<file path="config.mk">
export PLATFORM = sky130hd
export DESIGN_NAME = ascii_date_day_shifter
export DESIGN_NICKNAME = d
export VERILOG_FILES = /design/src/rtl/ads_pkg.sv /design/src/rtl/ascii_date_day_shifter.sv
export SDC_FILE = /design/constraint.sdc
export NUM_CORES = 2
export LEC_CHECK = 0
export BUFFER_PORTS_ARGS = -buffer_cell sky130_fd_sc_hd__buf_2
export CORE_MARGIN = 5
export CORE_UTILIZATION = 40
export DETAILED_ROUTE_END_ITERATION = 8
export PLACE_DENSITY = 0.67
export SLEW_MARGIN = 40
export SYNTH_ARGS = -nofsm -noshare
export SYNTH_HDL_FRONTEND = slang
export SYNTH_SLANG_ARGS = --single-unit
</file>
<file path="constraint.sdc">
create_clock -name i_clk -period 8.3 [get_ports i_clk]
set_clock_uncertainty 0.2 [all_clocks]
set_input_delay 1.245 -clock i_clk [delete_from_list [all_inputs] [get_ports i_clk]]
set_output_delay 1.245 -clock i_clk [all_outputs]
set_load 0.02 [all_outputs]
</file>
<file path="src/rtl/ads_pkg.sv">
`default_nettype none

package ads_pkg;

    // Width of the signed day offset that is taken from the input port.
    localparam int OFFSET_BITS = 24;

    // Signed width of the shifted serial day sum: holds the largest date serial plus any offset.
    localparam int Z_BITS = ((OFFSET_BITS > 22) ? OFFSET_BITS : 22) + 2;

    // Register stages from the start strobe to the result strobe.
    localparam int PIPE_DEPTH = 15;

    localparam logic [7:0] CH_ZERO = 8'h30;
    localparam logic [7:0] CH_NINE = 8'h39;
    localparam logic [7:0] CH_DASH = 8'h2D;

    localparam logic [13:0] YEAR_MIN = 14'd1970;
    localparam logic [13:0] YEAR_MAX = 14'd9999;

    // Days in one 400 year cycle.
    localparam int ERA_DAYS = 146097;

    // The serial is counted from March 1 of year -400, so every legal result is positive.
    // 0000-01-01 sits 60 days before the first March 1 of year 0.
    localparam int T_MIN = ERA_DAYS - 60;
    // 9999-12-31.
    localparam int T_MAX = 3798461;

    // Round-up reciprocals: floor(x / D) == (x * M) >> S for every x below 2**n,
    // where S = n + ceil(log2(D)).
    localparam int          SH_C100  = 21;  // x < 2**14
    localparam logic [63:0] M_C100   = ((64'd1 << SH_C100) + 64'd99) / 64'd100;
    localparam int          SH_ERA   = 40;  // x < 2**22
    localparam logic [63:0] M_ERA    = ((64'd1 << SH_ERA) + 64'd146096) / 64'd146097;
    localparam int          SH_C1460 = 29;  // x < 2**18
    localparam logic [63:0] M_C1460  = ((64'd1 << SH_C1460) + 64'd1459) / 64'd1460;
    localparam int          SH_C36524 = 34; // x < 2**18
    localparam logic [63:0] M_C36524 = ((64'd1 << SH_C36524) + 64'd36523) / 64'd36524;
    localparam int          SH_C365  = 27;  // x < 2**18
    localparam logic [63:0] M_C365   = ((64'd1 << SH_C365) + 64'd364) / 64'd365;
    localparam int          SH_C100S = 16;  // x < 2**9
    localparam logic [63:0] M_C100S  = ((64'd1 << SH_C100S) + 64'd99) / 64'd100;
    localparam int          SH_C153  = 19;  // x < 2**11
    localparam logic [63:0] M_C153   = ((64'd1 << SH_C153) + 64'd152) / 64'd153;
    localparam int          SH_C10   = 11;  // x < 2**7
    localparam logic [63:0] M_C10    = ((64'd1 << SH_C10) + 64'd9) / 64'd10;

    // Days in a calendar month, zero for a month code that means nothing.
    function automatic logic [4:0] month_len(input logic [3:0] mon, input logic leap);
        logic [4:0] len;
        unique case (mon)
            4'd1, 4'd3, 4'd5, 4'd7, 4'd8, 4'd10, 4'd12: len = 5'd31;
            4'd4, 4'd6, 4'd9, 4'd11:                     len = 5'd30;
            4'd2:                                        len = leap ? 5'd29 : 5'd28;
            default:                                     len = 5'd0;
        endcase
        return len;
    endfunction

    // Days from March 1 to the first day of the month, months counted from March.
    function automatic logic [8:0] cum_days(input logic [3:0] mp);
        logic [8:0] days;
        unique case (mp)
            4'd0:    days = 9'd0;
            4'd1:    days = 9'd31;
            4'd2:    days = 9'd61;
            4'd3:    days = 9'd92;
            4'd4:    days = 9'd122;
            4'd5:    days = 9'd153;
            4'd6:    days = 9'd184;
            4'd7:    days = 9'd214;
            4'd8:    days = 9'd245;
            4'd9:    days = 9'd275;
            4'd10:   days = 9'd306;
            4'd11:   days = 9'd337;
            default: days = 9'd0;
        endcase
        return days;
    endfunction

    // Day of a March-based year at which a calendar month starts.
    function automatic logic [8:0] doy_base(input logic [3:0] mon);
        logic [3:0] mp;
        mp = (mon > 4'd2) ? mon - 4'd3 : mon + 4'd9;
        return cum_days(mp);
    endfunction

    // Two ASCII digits of a value below 100, tens in the upper byte.
    function automatic logic [15:0] two_digits(input logic [6:0] val);
        logic [14:0] prod;
        logic [3:0]  tens;
        logic [6:0]  units;
        prod  = 15'(val) * 15'(M_C10);
        tens  = 4'(prod >> SH_C10);
        units = val - 7'(tens) * 7'd10;
        return {CH_ZERO + 8'(tens), CH_ZERO + 8'(units)};
    endfunction

endpackage

`default_nettype wire

</file>
<file path="src/rtl/ascii_date_day_shifter.sv">
// Adds a signed day offset to an ASCII date "YYYY-MM-DD" and returns the
// shifted date in ASCII with o_ok. A date is taken on every cycle with start
// high; busy is always low, so one date per clock is sustained. Each result
// appears on o_valid exactly 15 cycles after its start, in order, for one
// cycle only: the receiver cannot hold it off and must take it then. The
// latency is set by the 15 register stages of the constant-reciprocal
// multipliers that convert the date to a day serial and back. A malformed
// date, a year before 1970, a bad month or day, or a result outside years
// 0..9999 gives o_ok low and all characters zero.

`default_nettype none

module ascii_date_day_shifter (
    input  logic                                  i_clk,
    input  logic                                  i_rst_n,
    input  logic                                  start,
    output logic                                  busy,
    input  logic [7:0]                            i_in_char_0,
    input  logic [7:0]                            i_in_char_1,
    input  logic [7:0]                            i_in_char_2,
    input  logic [7:0]                            i_in_char_3,
    input  logic [7:0]                            i_in_char_4,
    input  logic [7:0]                            i_in_char_5,
    input  logic [7:0]                            i_in_char_6,
    input  logic [7:0]                            i_in_char_7,
    input  logic [7:0]                            i_in_char_8,
    input  logic [7:0]                            i_in_char_9,
    input  logic signed [ads_pkg::OFFSET_BITS-1:0] i_day_offset,
    output logic                                  o_valid,
    output logic [7:0]                            o_out_char_0,
    output logic [7:0]                            o_out_char_1,
    output logic [7:0]                            o_out_char_2,
    output logic [7:0]                            o_out_char_3,
    output logic [7:0]                            o_out_char_4,
    output logic [7:0]                            o_out_char_5,
    output logic [7:0]                            o_out_char_6,
    output logic [7:0]                            o_out_char_7,
    output logic [7:0]                            o_out_char_8,
    output logic [7:0]                            o_out_char_9,
    output logic                                  o_ok
);

    localparam int ZB = ads_pkg::Z_BITS;

    // Control: valid and ok travel with each transaction.
    logic [ads_pkg::PIPE_DEPTH-1:0] r_vld;
    logic [ads_pkg::PIPE_DEPTH-1:0] r_ok;
    logic [ads_pkg::PIPE_DEPTH-1:0] n_ok;

    // Stage A: parse and check.
    logic [7:0]  ch [10];
    logic [3:0]  dv [10];
    logic        fmt_ok;
    logic        leap;
    logic        date_ok;
    logic [13:0] yr;
    logic [6:0]  yr_hi;
    logic [6:0]  yr_lo;
    logic [6:0]  mo;
    logic [6:0]  dy;
    logic [4:0]  maxd;
    logic [13:0] n_a_yp;
    logic [8:0]  n_a_doy;
    logic [13:0] r_a_yp;
    logic [8:0]  r_a_doy;
    logic signed [ads_pkg::OFFSET_BITS-1:0] r_a_off;

    // Stage B: days up to the input date, and its year divided by 100.
    logic [28:0] prod_b;
    logic [6:0]  n_b_q100;
    logic [21:0] n_b_p;
    logic [6:0]  r_b_q100;
    logic [21:0] r_b_p;
    logic signed [ads_pkg::OFFSET_BITS-1:0] r_b_off;

    // Stage C: add offset and check range.
    logic signed [ZB-1:0] t_full;
    logic        in_range;
    logic [21:0] r_c_t;

    // Stage D: era.
    logic [44:0] prod_d;
    logic [4:0]  n_d_era;
    logic [4:0]  r_d_era;
    logic [21:0] r_d_t;

    // Stage E: day of era.
    logic [17:0] n_e_doe;
    logic [17:0] r_e_doe;
    logic [4:0]  r_e_era;

    // Stage F: leap corrections.
    logic [36:0] prod_f1;
    logic [36:0] prod_f2;
    logic [6:0]  r_f_a1;
    logic [2:0]  r_f_a2;
    logic [17:0] r_f_doe;
    logic [4:0]  r_f_era;

    // Stage G.
    logic [17:0] r_g_n;
    logic [17:0] r_g_doe;
    logic [4:0]  r_g_era;

    // Stage H: year of era.
    logic [36:0] prod_h;
    logic [8:0]  r_h_yoe;
    logic [17:0] r_h_doe;
    logic [4:0]  r_h_era;

    // Stage I.
    logic [18:0] prod_i;
    logic [1:0]  r_i_yc;
    logic [8:0]  r_i_yoe;
    logic [17:0] r_i_doe;
    logic [4:0]  r_i_era;

    // Stage J: day of year, shifted year.
    logic [8:0]  r_j_doy;
    logic [13:0] r_j_yr;

    // Stage K: March-based month.
    logic [11:0] k_x;
    logic [23:0] prod_k;
    logic [3:0]  r_k_mp;
    logic [8:0]  r_k_doy;
    logic [13:0] r_k_yr;

    // Stage L: calendar month, day, year.
    logic [3:0]  n_l_mon;
    logic [3:0]  r_l_mon;
    logic [4:0]  r_l_dd;
    logic [13:0] r_l_ry;

    // Stage M and N: year into two halves.
    logic [28:0] prod_m;
    logic [6:0]  r_m_h;
    logic [13:0] r_m_ry;
    logic [3:0]  r_m_mon;
    logic [4:0]  r_m_dd;
    logic [6:0]  r_n_h;
    logic [6:0]  r_n_lo;
    logic [3:0]  r_n_mon;
    logic [4:0]  r_n_dd;

    // Stage O: characters.
    logic [15:0] pr_h;
    logic [15:0] pr_lo;
    logic [15:0] pr_mon;
    logic [15:0] pr_dd;
    logic [7:0]  n_o_char [10];
    logic [7:0]  r_o_char [10];

    assign busy = 1'b0;

    assign ch[0] = i_in_char_0;
    assign ch[1] = i_in_char_1;
    assign ch[2] = i_in_char_2;
    assign ch[3] = i_in_char_3;
    assign ch[4] = i_in_char_4;
    assign ch[5] = i_in_char_5;
    assign ch[6] = i_in_char_6;
    assign ch[7] = i_in_char_7;
    assign ch[8] = i_in_char_8;
    assign ch[9] = i_in_char_9;

    always_comb begin
        fmt_ok = (ch[4] == ads_pkg::CH_DASH) && (ch[7] == ads_pkg::CH_DASH);
        for (int k = 0; k < 10; k++) begin
            dv[k] = 4'(ch[k] - ads_pkg::CH_ZERO);
            if (k != 4 && k != 7 &&
                (ch[k] < ads_pkg::CH_ZERO || ch[k] > ads_pkg::CH_NINE)) begin
                fmt_ok = 1'b0;
            end
        end
        yr    = 14'(dv[0]) * 14'd1000 + 14'(dv[1]) * 14'd100 + 14'(dv[2]) * 14'd10
              + 14'(dv[3]);
        yr_hi = 7'(dv[0]) * 7'd10 + 7'(dv[1]);
        yr_lo = 7'(dv[2]) * 7'd10 + 7'(dv[3]);
        mo    = 7'(dv[5]) * 7'd10 + 7'(dv[6]);
        dy    = 7'(dv[8]) * 7'd10 + 7'(dv[9]);
        // Leap: divisible by 4, and a century year only when divisible by 400.
        leap  = (yr_lo[1:0] == 2'd0) && ((yr_lo != 7'd0) || (yr_hi[1:0] == 2'd0));
        maxd  = ads_pkg::month_len(mo[3:0], leap);
        date_ok = fmt_ok && (yr >= ads_pkg::YEAR_MIN) && (yr <= ads_pkg::YEAR_MAX)
               && (mo >= 7'd1) && (mo <= 7'd12) && (dy >= 7'd1) && (dy <= 7'(maxd));
        // January and February count with the year before.
        n_a_yp  = yr - 14'(mo <= 7'd2);
        n_a_doy = ads_pkg::doy_base(mo[3:0]) + 9'(dy) - 9'd1;
    end

    always_comb begin
        prod_b   = 29'(r_a_yp) * 29'(ads_pkg::M_C100);
        n_b_q100 = 7'(prod_b >> ads_pkg::SH_C100);
        n_b_p    = 22'(r_a_yp) * 22'd365 + 22'(r_a_yp >> 2) + 22'(r_a_doy);
    end

    always_comb begin
        t_full = $signed(ZB'(r_b_p)) - $signed(ZB'(r_b_q100))
               + $signed(ZB'(r_b_q100 >> 2)) + ZB'(r_b_off)
               + $signed(ZB'(ads_pkg::ERA_DAYS));
        in_range = (t_full >= $signed(ZB'(ads_pkg::T_MIN)))
                && (t_full <= $signed(ZB'(ads_pkg::T_MAX)));
    end

    always_comb begin
        prod_d  = 45'(r_c_t) * 45'(ads_pkg::M_ERA);
        n_d_era = 5'(prod_d >> ads_pkg::SH_ERA);
        n_e_doe = 18'(r_d_t - 22'(r_d_era) * 22'(ads_pkg::ERA_DAYS));
        prod_f1 = 37'(r_e_doe) * 37'(ads_pkg::M_C1460);
        prod_f2 = 37'(r_e_doe) * 37'(ads_pkg::M_C36524);
        prod_h  = 37'(r_g_n) * 37'(ads_pkg::M_C365);
        prod_i  = 19'(r_h_yoe) * 19'(ads_pkg::M_C100S);
        k_x     = 12'(r_j_doy) * 12'd5 + 12'd2;
        prod_k  = 24'(k_x) * 24'(ads_pkg::M_C153);
        n_l_mon = (r_k_mp < 4'd10) ? r_k_mp + 4'd3 : r_k_mp - 4'd9;
        prod_m  = 29'(r_l_ry) * 29'(ads_pkg::M_C100);
    end

    always_comb begin
        pr_h   = ads_pkg::two_digits(r_n_h);
        pr_lo  = ads_pkg::two_digits(r_n_lo);
        pr_mon = ads_pkg::two_digits(7'(r_n_mon));
        pr_dd  = ads_pkg::two_digits(7'(r_n_dd));
        n_o_char[0] = pr_h[15:8];
        n_o_char[1] = pr_h[7:0];
        n_o_char[2] = pr_lo[15:8];
        n_o_char[3] = pr_lo[7:0];
        n_o_char[4] = ads_pkg::CH_DASH;
        n_o_char[5] = pr_mon[15:8];
        n_o_char[6] = pr_mon[7:0];
        n_o_char[7] = ads_pkg::CH_DASH;
        n_o_char[8] = pr_dd[15:8];
        n_o_char[9] = pr_dd[7:0];
        // Drop the characters of a failed transaction.
        if (!r_ok[ads_pkg::PIPE_DEPTH-2]) begin
            for (int k = 0; k < 10; k++) begin
                n_o_char[k] = 8'h00;
            end
        end
    end

    always_comb begin
        n_ok    = {r_ok[ads_pkg::PIPE_DEPTH-2:0], date_ok};
        n_ok[2] = r_ok[1] && in_range;
    end

    always_ff @(posedge i_clk) begin
        if (!i_rst_n) begin
            r_vld <= '0;
            r_ok  <= '0;
        end else begin
            r_vld <= {r_vld[ads_pkg::PIPE_DEPTH-2:0], start};
            r_ok  <= n_ok;
        end
    end

    always_ff @(posedge i_clk) begin
        r_a_yp   <= n_a_yp;
        r_a_doy  <= n_a_doy;
        r_a_off  <= i_day_offset;

        r_b_q100 <= n_b_q100;
        r_b_p    <= n_b_p;
        r_b_off  <= r_a_off;

        r_c_t    <= t_full[21:0];

        r_d_era  <= n_d_era;
        r_d_t    <= r_c_t;

        r_e_doe  <= n_e_doe;
        r_e_era  <= r_d_era;

        r_f_a1   <= 7'(prod_f1 >> ads_pkg::SH_C1460);
        r_f_a2   <= 3'(prod_f2 >> ads_pkg::SH_C36524);
        r_f_doe  <= r_e_doe;
        r_f_era  <= r_e_era;

        r_g_n    <= r_f_doe - 18'(r_f_a1) + 18'(r_f_a2) - 18'(r_f_doe == 18'd146096);
        r_g_doe  <= r_f_doe;
        r_g_era  <= r_f_era;

        r_h_yoe  <= 9'(prod_h >> ads_pkg::SH_C365);
        r_h_doe  <= r_g_doe;
        r_h_era  <= r_g_era;

        r_i_yc   <= 2'(prod_i >> ads_pkg::SH_C100S);
        r_i_yoe  <= r_h_yoe;
        r_i_doe  <= r_h_doe;
        r_i_era  <= r_h_era;

        r_j_doy  <= 9'(r_i_doe - (18'(r_i_yoe) * 18'd365 + 18'(r_i_yoe >> 2)
                    - 18'(r_i_yc)));
        r_j_yr   <= 14'(r_i_yoe) + 14'(r_i_era) * 14'd400;

        r_k_mp   <= 4'(prod_k >> ads_pkg::SH_C153);
        r_k_doy  <= r_j_doy;
        r_k_yr   <= r_j_yr;

        r_l_mon  <= n_l_mon;
        r_l_dd   <= 5'(r_k_doy - ads_pkg::cum_days(r_k_mp) + 9'd1);
        // Undo the one-era shift and move January and February into the next year.
        r_l_ry   <= r_k_yr - 14'd400 + 14'(n_l_mon <= 4'd2);

        r_m_h    <= 7'(prod_m >> ads_pkg::SH_C100);
        r_m_ry   <= r_l_ry;
        r_m_mon  <= r_l_mon;
        r_m_dd   <= r_l_dd;

        r_n_h    <= r_m_h;
        r_n_lo   <= 7'(r_m_ry - 14'(r_m_h) * 14'd100);
        r_n_mon  <= r_m_mon;
        r_n_dd   <= r_m_dd;

        r_o_char <= n_o_char;
    end

    assign o_valid      = r_vld[ads_pkg::PIPE_DEPTH-1];
    assign o_ok         = r_ok[ads_pkg::PIPE_DEPTH-1];
    assign o_out_char_0 = r_o_char[0];
    assign o_out_char_1 = r_o_char[1];
    assign o_out_char_2 = r_o_char[2];
    assign o_out_char_3 = r_o_char[3];
    assign o_out_char_4 = r_o_char[4];
    assign o_out_char_5 = r_o_char[5];
    assign o_out_char_6 = r_o_char[6];
    assign o_out_char_7 = r_o_char[7];
    assign o_out_char_8 = r_o_char[8];
    assign o_out_char_9 = r_o_char[9];

endmodule

`default_nettype wire
</file>
After elaboration in Yosys (flattened, before gate mapping)
Memories as Yosys holds them, arrays and structs flattened. A register that Yosys moved wholly into a read port is not among the register bits.
Cells that the tools add are included.
W data, S select, Z words.
Storage, ports and cells
  output and inout port bits: 83
  memory bits (read-only): 288
  input bits: 107
  memories kept: 2
  flip-flop bits (word level): 504
Operators by class
  order comparisons: 28
  $add $sub $neg: 54
  multiply operators: 29
  reduce and logical (&&, ||, !) cells: 24
  muxes and demuxes: 13
  equal/unequal tests: 15
Memories
  (no name shown): words 16, bits a word 9, read ports 1, clocked after memory_dff 1, write ports 0, RTL line ads_pkg.sv:64  | unique case (mp)
  (no name shown): words 16, bits a word 9, read ports 1, clocked after memory_dff 0, write ports 0, RTL line ads_pkg.sv:64
Operators by type and width (number)
  $mul A18 B16 Y33 const B: 2
  $gt A8 B6 Y1 const B: 8
  $lt A8 B6 Y1 const B: 8
  $mul A14 B13 Y26 const B: 2
  $mux W46: 1
  $mul A22 B22 Y44 const B: 1
  $mul A18 B19 Y37 const B: 1
  $add A6 B7 Y8 const A: 4
  $sub A4 B1 Y4 const B: 8
  $mul A4 B3 Y6 const B: 5
  $mul A7 B8 Y15 const B: 2
  $add A25 B19 Y26 const B: 1
  $ge A26 B19 Y1 const B: 1
  $le A26 B23 Y1 const B: 1
  $add A24 B24 Y25: 1
  $add A23 B6 Y24: 1
  $mul A12 B12 Y23 const B: 1
  $sub A22 B7 Y23: 1
  $add A22 B12 Y22: 1
  $add A22 B9 Y22: 1
  $mul A14 B9 Y22 const B: 1
  $add A7 B4 Y7: 3
  $sub A7 B7 Y7: 3
  $eq A4 B4 Y1 const B: 5
  65 further kinds: 100

Longest topological paths before layout
  depth after elaboration: 16
  depth in mapped cells: 36
  gate-level depth less buffers: 36

Worst setup path before layout
OpenSTA, ideal clock, no wires.
  path kind: flip-flop to flip-flop
  from: reg r_j_doy[1]
  to: reg (tool-made name)
  stages on the path, launching flop included: 30
  arrival time: 6.853 ns
  clock period less this slack: 7.138 ns
  library setup time: 0.086 ns
  slack: 1.162 ns
  path buffers: 0
  cell sequence: dfxtp_1 ha_1 ha_1 a31oi_1 nor2b_1 o21a_1 o21a_1 o21ai_1 a21boi_1 o21a_1 nor2_1 xnor2_1 ha_1 fa_1 fa_1 fa_1 ha_1 ha_1 a21o_1 a21o_1 a21oi_1 o211ai_1 nand2_1 xnor2_1 ha_1 inv_1 or3_1 a21oi_1 nor3_1 a211oi_1
RTL lines
  from (decl): RTL line ascii_date_day_shifter.sv:119  | logic [8:0] r_j_doy;
  from (signal assigned): RTL line ascii_date_day_shifter.sv:293  | r_j_doy <= 9'(r_i_doe - (18'(r_i_yoe) * 18'd365 + 18'(r_i_yoe >> 2)

==> results.txt <==
total negative slack - 0 ns
clk slew on worst S/H paths - 0.06 ns
# setup viols final - 0
Crit-path slowest cell - fa_1
placed wire-length estimate - 104 mm
Worst-Skew Late Latency - 0.63 ns
cells after synthesis - 5687
Core Region - 148000 sq um
Async S/R FF share, synth - 0%
Worst path max stage delay - 0.53 ns
top_reg_cell synth - dfxtp_1
R2R Path Start - r_j_doy[1]
Yosys reg bits - 476
area occupied by registers - 9530 sq um
drt via density - 4.75
total grt overflow - 0
sequential fraction of the synthesis area - 16.0%
synth top area cells - ha_1, fa_1, dfxtp_1, inv_1, xnor2_1
f_max - 129 MHz
post-route ant nets - 0
area of the die - 156000 sq um
CTS tree - done
CP arrival - 8.08 ns
Worst Tran Pin Value - 0.825 ns
share of layout cells above drive strength 1 - 5.60%
Root Driver - clkbuf_16
area grow syn2layout - 8.70%
Longest Clk Path Bufs - 3
critical path class - reg -> reg
RSZ-0062 raised after global routing - false
number of global-route vias before repair - 40900
fin nets - 8285
WL per Instance - 14.9 um
global placement routability congestion - 0.909
vias after detailed routing - 37400
gr usage total - 15.5%
Max-Cap Viols - 0
total clock sinks - 476
Yosys top cell by area - ha_1
CP required - 8.65 ns
TritonRoute pass-1 iters - 7
Post-synth EDFFs - 0
largest net degree at the start of global routing - 31
most frequent CP cell - ha_1
relative slew slack - 44.9%
first-pass GRT wire length - 201 mm
Final Max Tran Viols - 0
placed cells - 7770
row count - 141
Die Wd - 396 um
initial antenna violation count - 9
# DRC - 0
Startpoint Class - register
Hold Buf Count CTS - 0
min cycle time layout - 7.73 ns
Starting DRT DRC Count - 1348
Avg Cell Area, Syn - 10.5 sq um
CTS HTree Levels - 2
fin util - 43.7%
final period utilization - 93.1%
Chip Height - 396 um
CP max FO - 7
Yosys top cell area share - 30.3%
outcome - finished clean
area of the mapped netlist - 59500 sq um
Netlist cell types - 93
Initial Utilization - 40.2%
Min-Delay Startpoint - r_h_era[0]
Bufs and invs on worst path - 1
Crit. End Element - register
Multi-input gate area - 44300 sq um
YS warnings - 0
Total Wirelength - 118 mm
CP delay by family, top - adder cells
fill count - 14000
cts bufs inserted - 56
I/O pins - 190
final hold vios - 0
CP startpoint - r_j_doy[1]
Hold WC Path Type - reg -> reg
final cell count without fillers - 7880
Port-buffer cells - 167
[timing repair]
action                                  4_1_cts  5_1_grt
resized for setup                             0        1
endpoints found under the setup margin        0        1
buffers inserted                              0        0
[cell usage after synthesis, types with 37 or more instances]
master	count
dfxtp_1	476
fa_1	838
a21o_1	87
nor2b_1	39
inv_1	1436
o21ai_0	71
nor2_1	178
xnor2_1	210
nand2_1	102
and2_1	44
nor3_1	53
a21oi_1	146
nand3_1	38
o21a_1	37
ha_1	1442
xor2_1	84
[worst paths after layout]
check / to / slack [ns] / depth (start not counted)
max reg2reg: register / 0.57 / 29
max: register / 0.57 / 29
min reg2reg: r_i_era[0] / 0.12 / 0
min: r_i_era[0] / 0.12 / 0
[per-stage QoR]
stage | setup slack [ns] | hold WS (ns) | area, sq um
floorplan | 1.16 | 0.110 | 59600
global placement | 0.561 | 0.110 | 62600
detailed placement | 0.444 | 0.112 | 62600
CTS | 0.432 | 0.119 | 64600
global route | 0.00725 | 0.126 | 64600
finish | 0.573 | 0.118 | 64600
[sequential cells by signal, indices dropped and copies added (netlist names), 14 cells and up, named ones only]
| signal | flops |
|---|---|
| r_d_t | 18 |
| r_e_doe | 18 |
| r_b_off | 24 |
| r_vld | 15 |
| r_ok | 15 |
| r_k_yr | 14 |
| r_a_off | 24 |
| r_c_t | 22 |
| r_b_p | 22 |
| r_j_yr | 14 |
| r_l_ry | 14 |
| r_g_n | 18 |
| r_f_doe | 18 |
| r_a_yp | 14 |
[routing by layer]
metal | GRT usage, % | part of all wire [%]
met5 | 0 | 0.046
met4 | 3.37 | 2.3
met3 | 2.12 | 3.3
met2 | 28.1 | 50
met1 | 19.5 | 45
[logic make-up after synthesis]
group	Yosys count	synth area share, %
compound gates	533	6.13
xor+xnor	295	4.36
fa+ha+maj	2280	58.5
buf+inv	1489	9.63
flops	476	16.0
mux	9	0.160
other cells	1	0.00631
simple gates	604	5.15
[cells in the final DEF (no fill, tap or decap), types with 11 or more instances in the layout]
master / n
inv_1: 1436
ha_1: 1442
a31oi_1: 20
fa_1: 838
xnor2_1: 208
buf_4: 17
a21o_1: 87
and2_1: 44
a21oi_1: 146
dfxtp_1: 476
buf_2: 167
nor2b_1: 39
nand2_1: 102
nand3_1: 38
o31ai_1: 12
o21bai_1: 22
a31o_2: 11
o21ai_0: 71
o21ai_1: 14
clkbuf_16: 57
or3_1: 15
and3_1: 24
xor2_1: 84
conb_1: 22
o21a_1: 37
nand4_1: 24
nor2_1: 178
nor4_1: 12
nor3_1: 53
nand2b_1: 25
a211oi_1: 14
[area by class of cell]
| type | count | share of cell area, % |
|---|---|---|
| Clock buffer | 67 | 2.30 |
| Timing Repair Buffer | 184 | 1.49 |
| Tap cell | 1930 | 3.74 |
| Multi-Input combinational cell | 3743 | 68.5 |
| Antenna cell | 6 | 0.0232 |
| Inverter | 1437 | 8.34 |
| Sequential cell | 476 | 14.7 |
| Clock inverter | 37 | 0.830 |
Power is left out: the tool's default activity adds up to more than one toggle a clock period on the data nets, which glitch-free logic cannot reach.
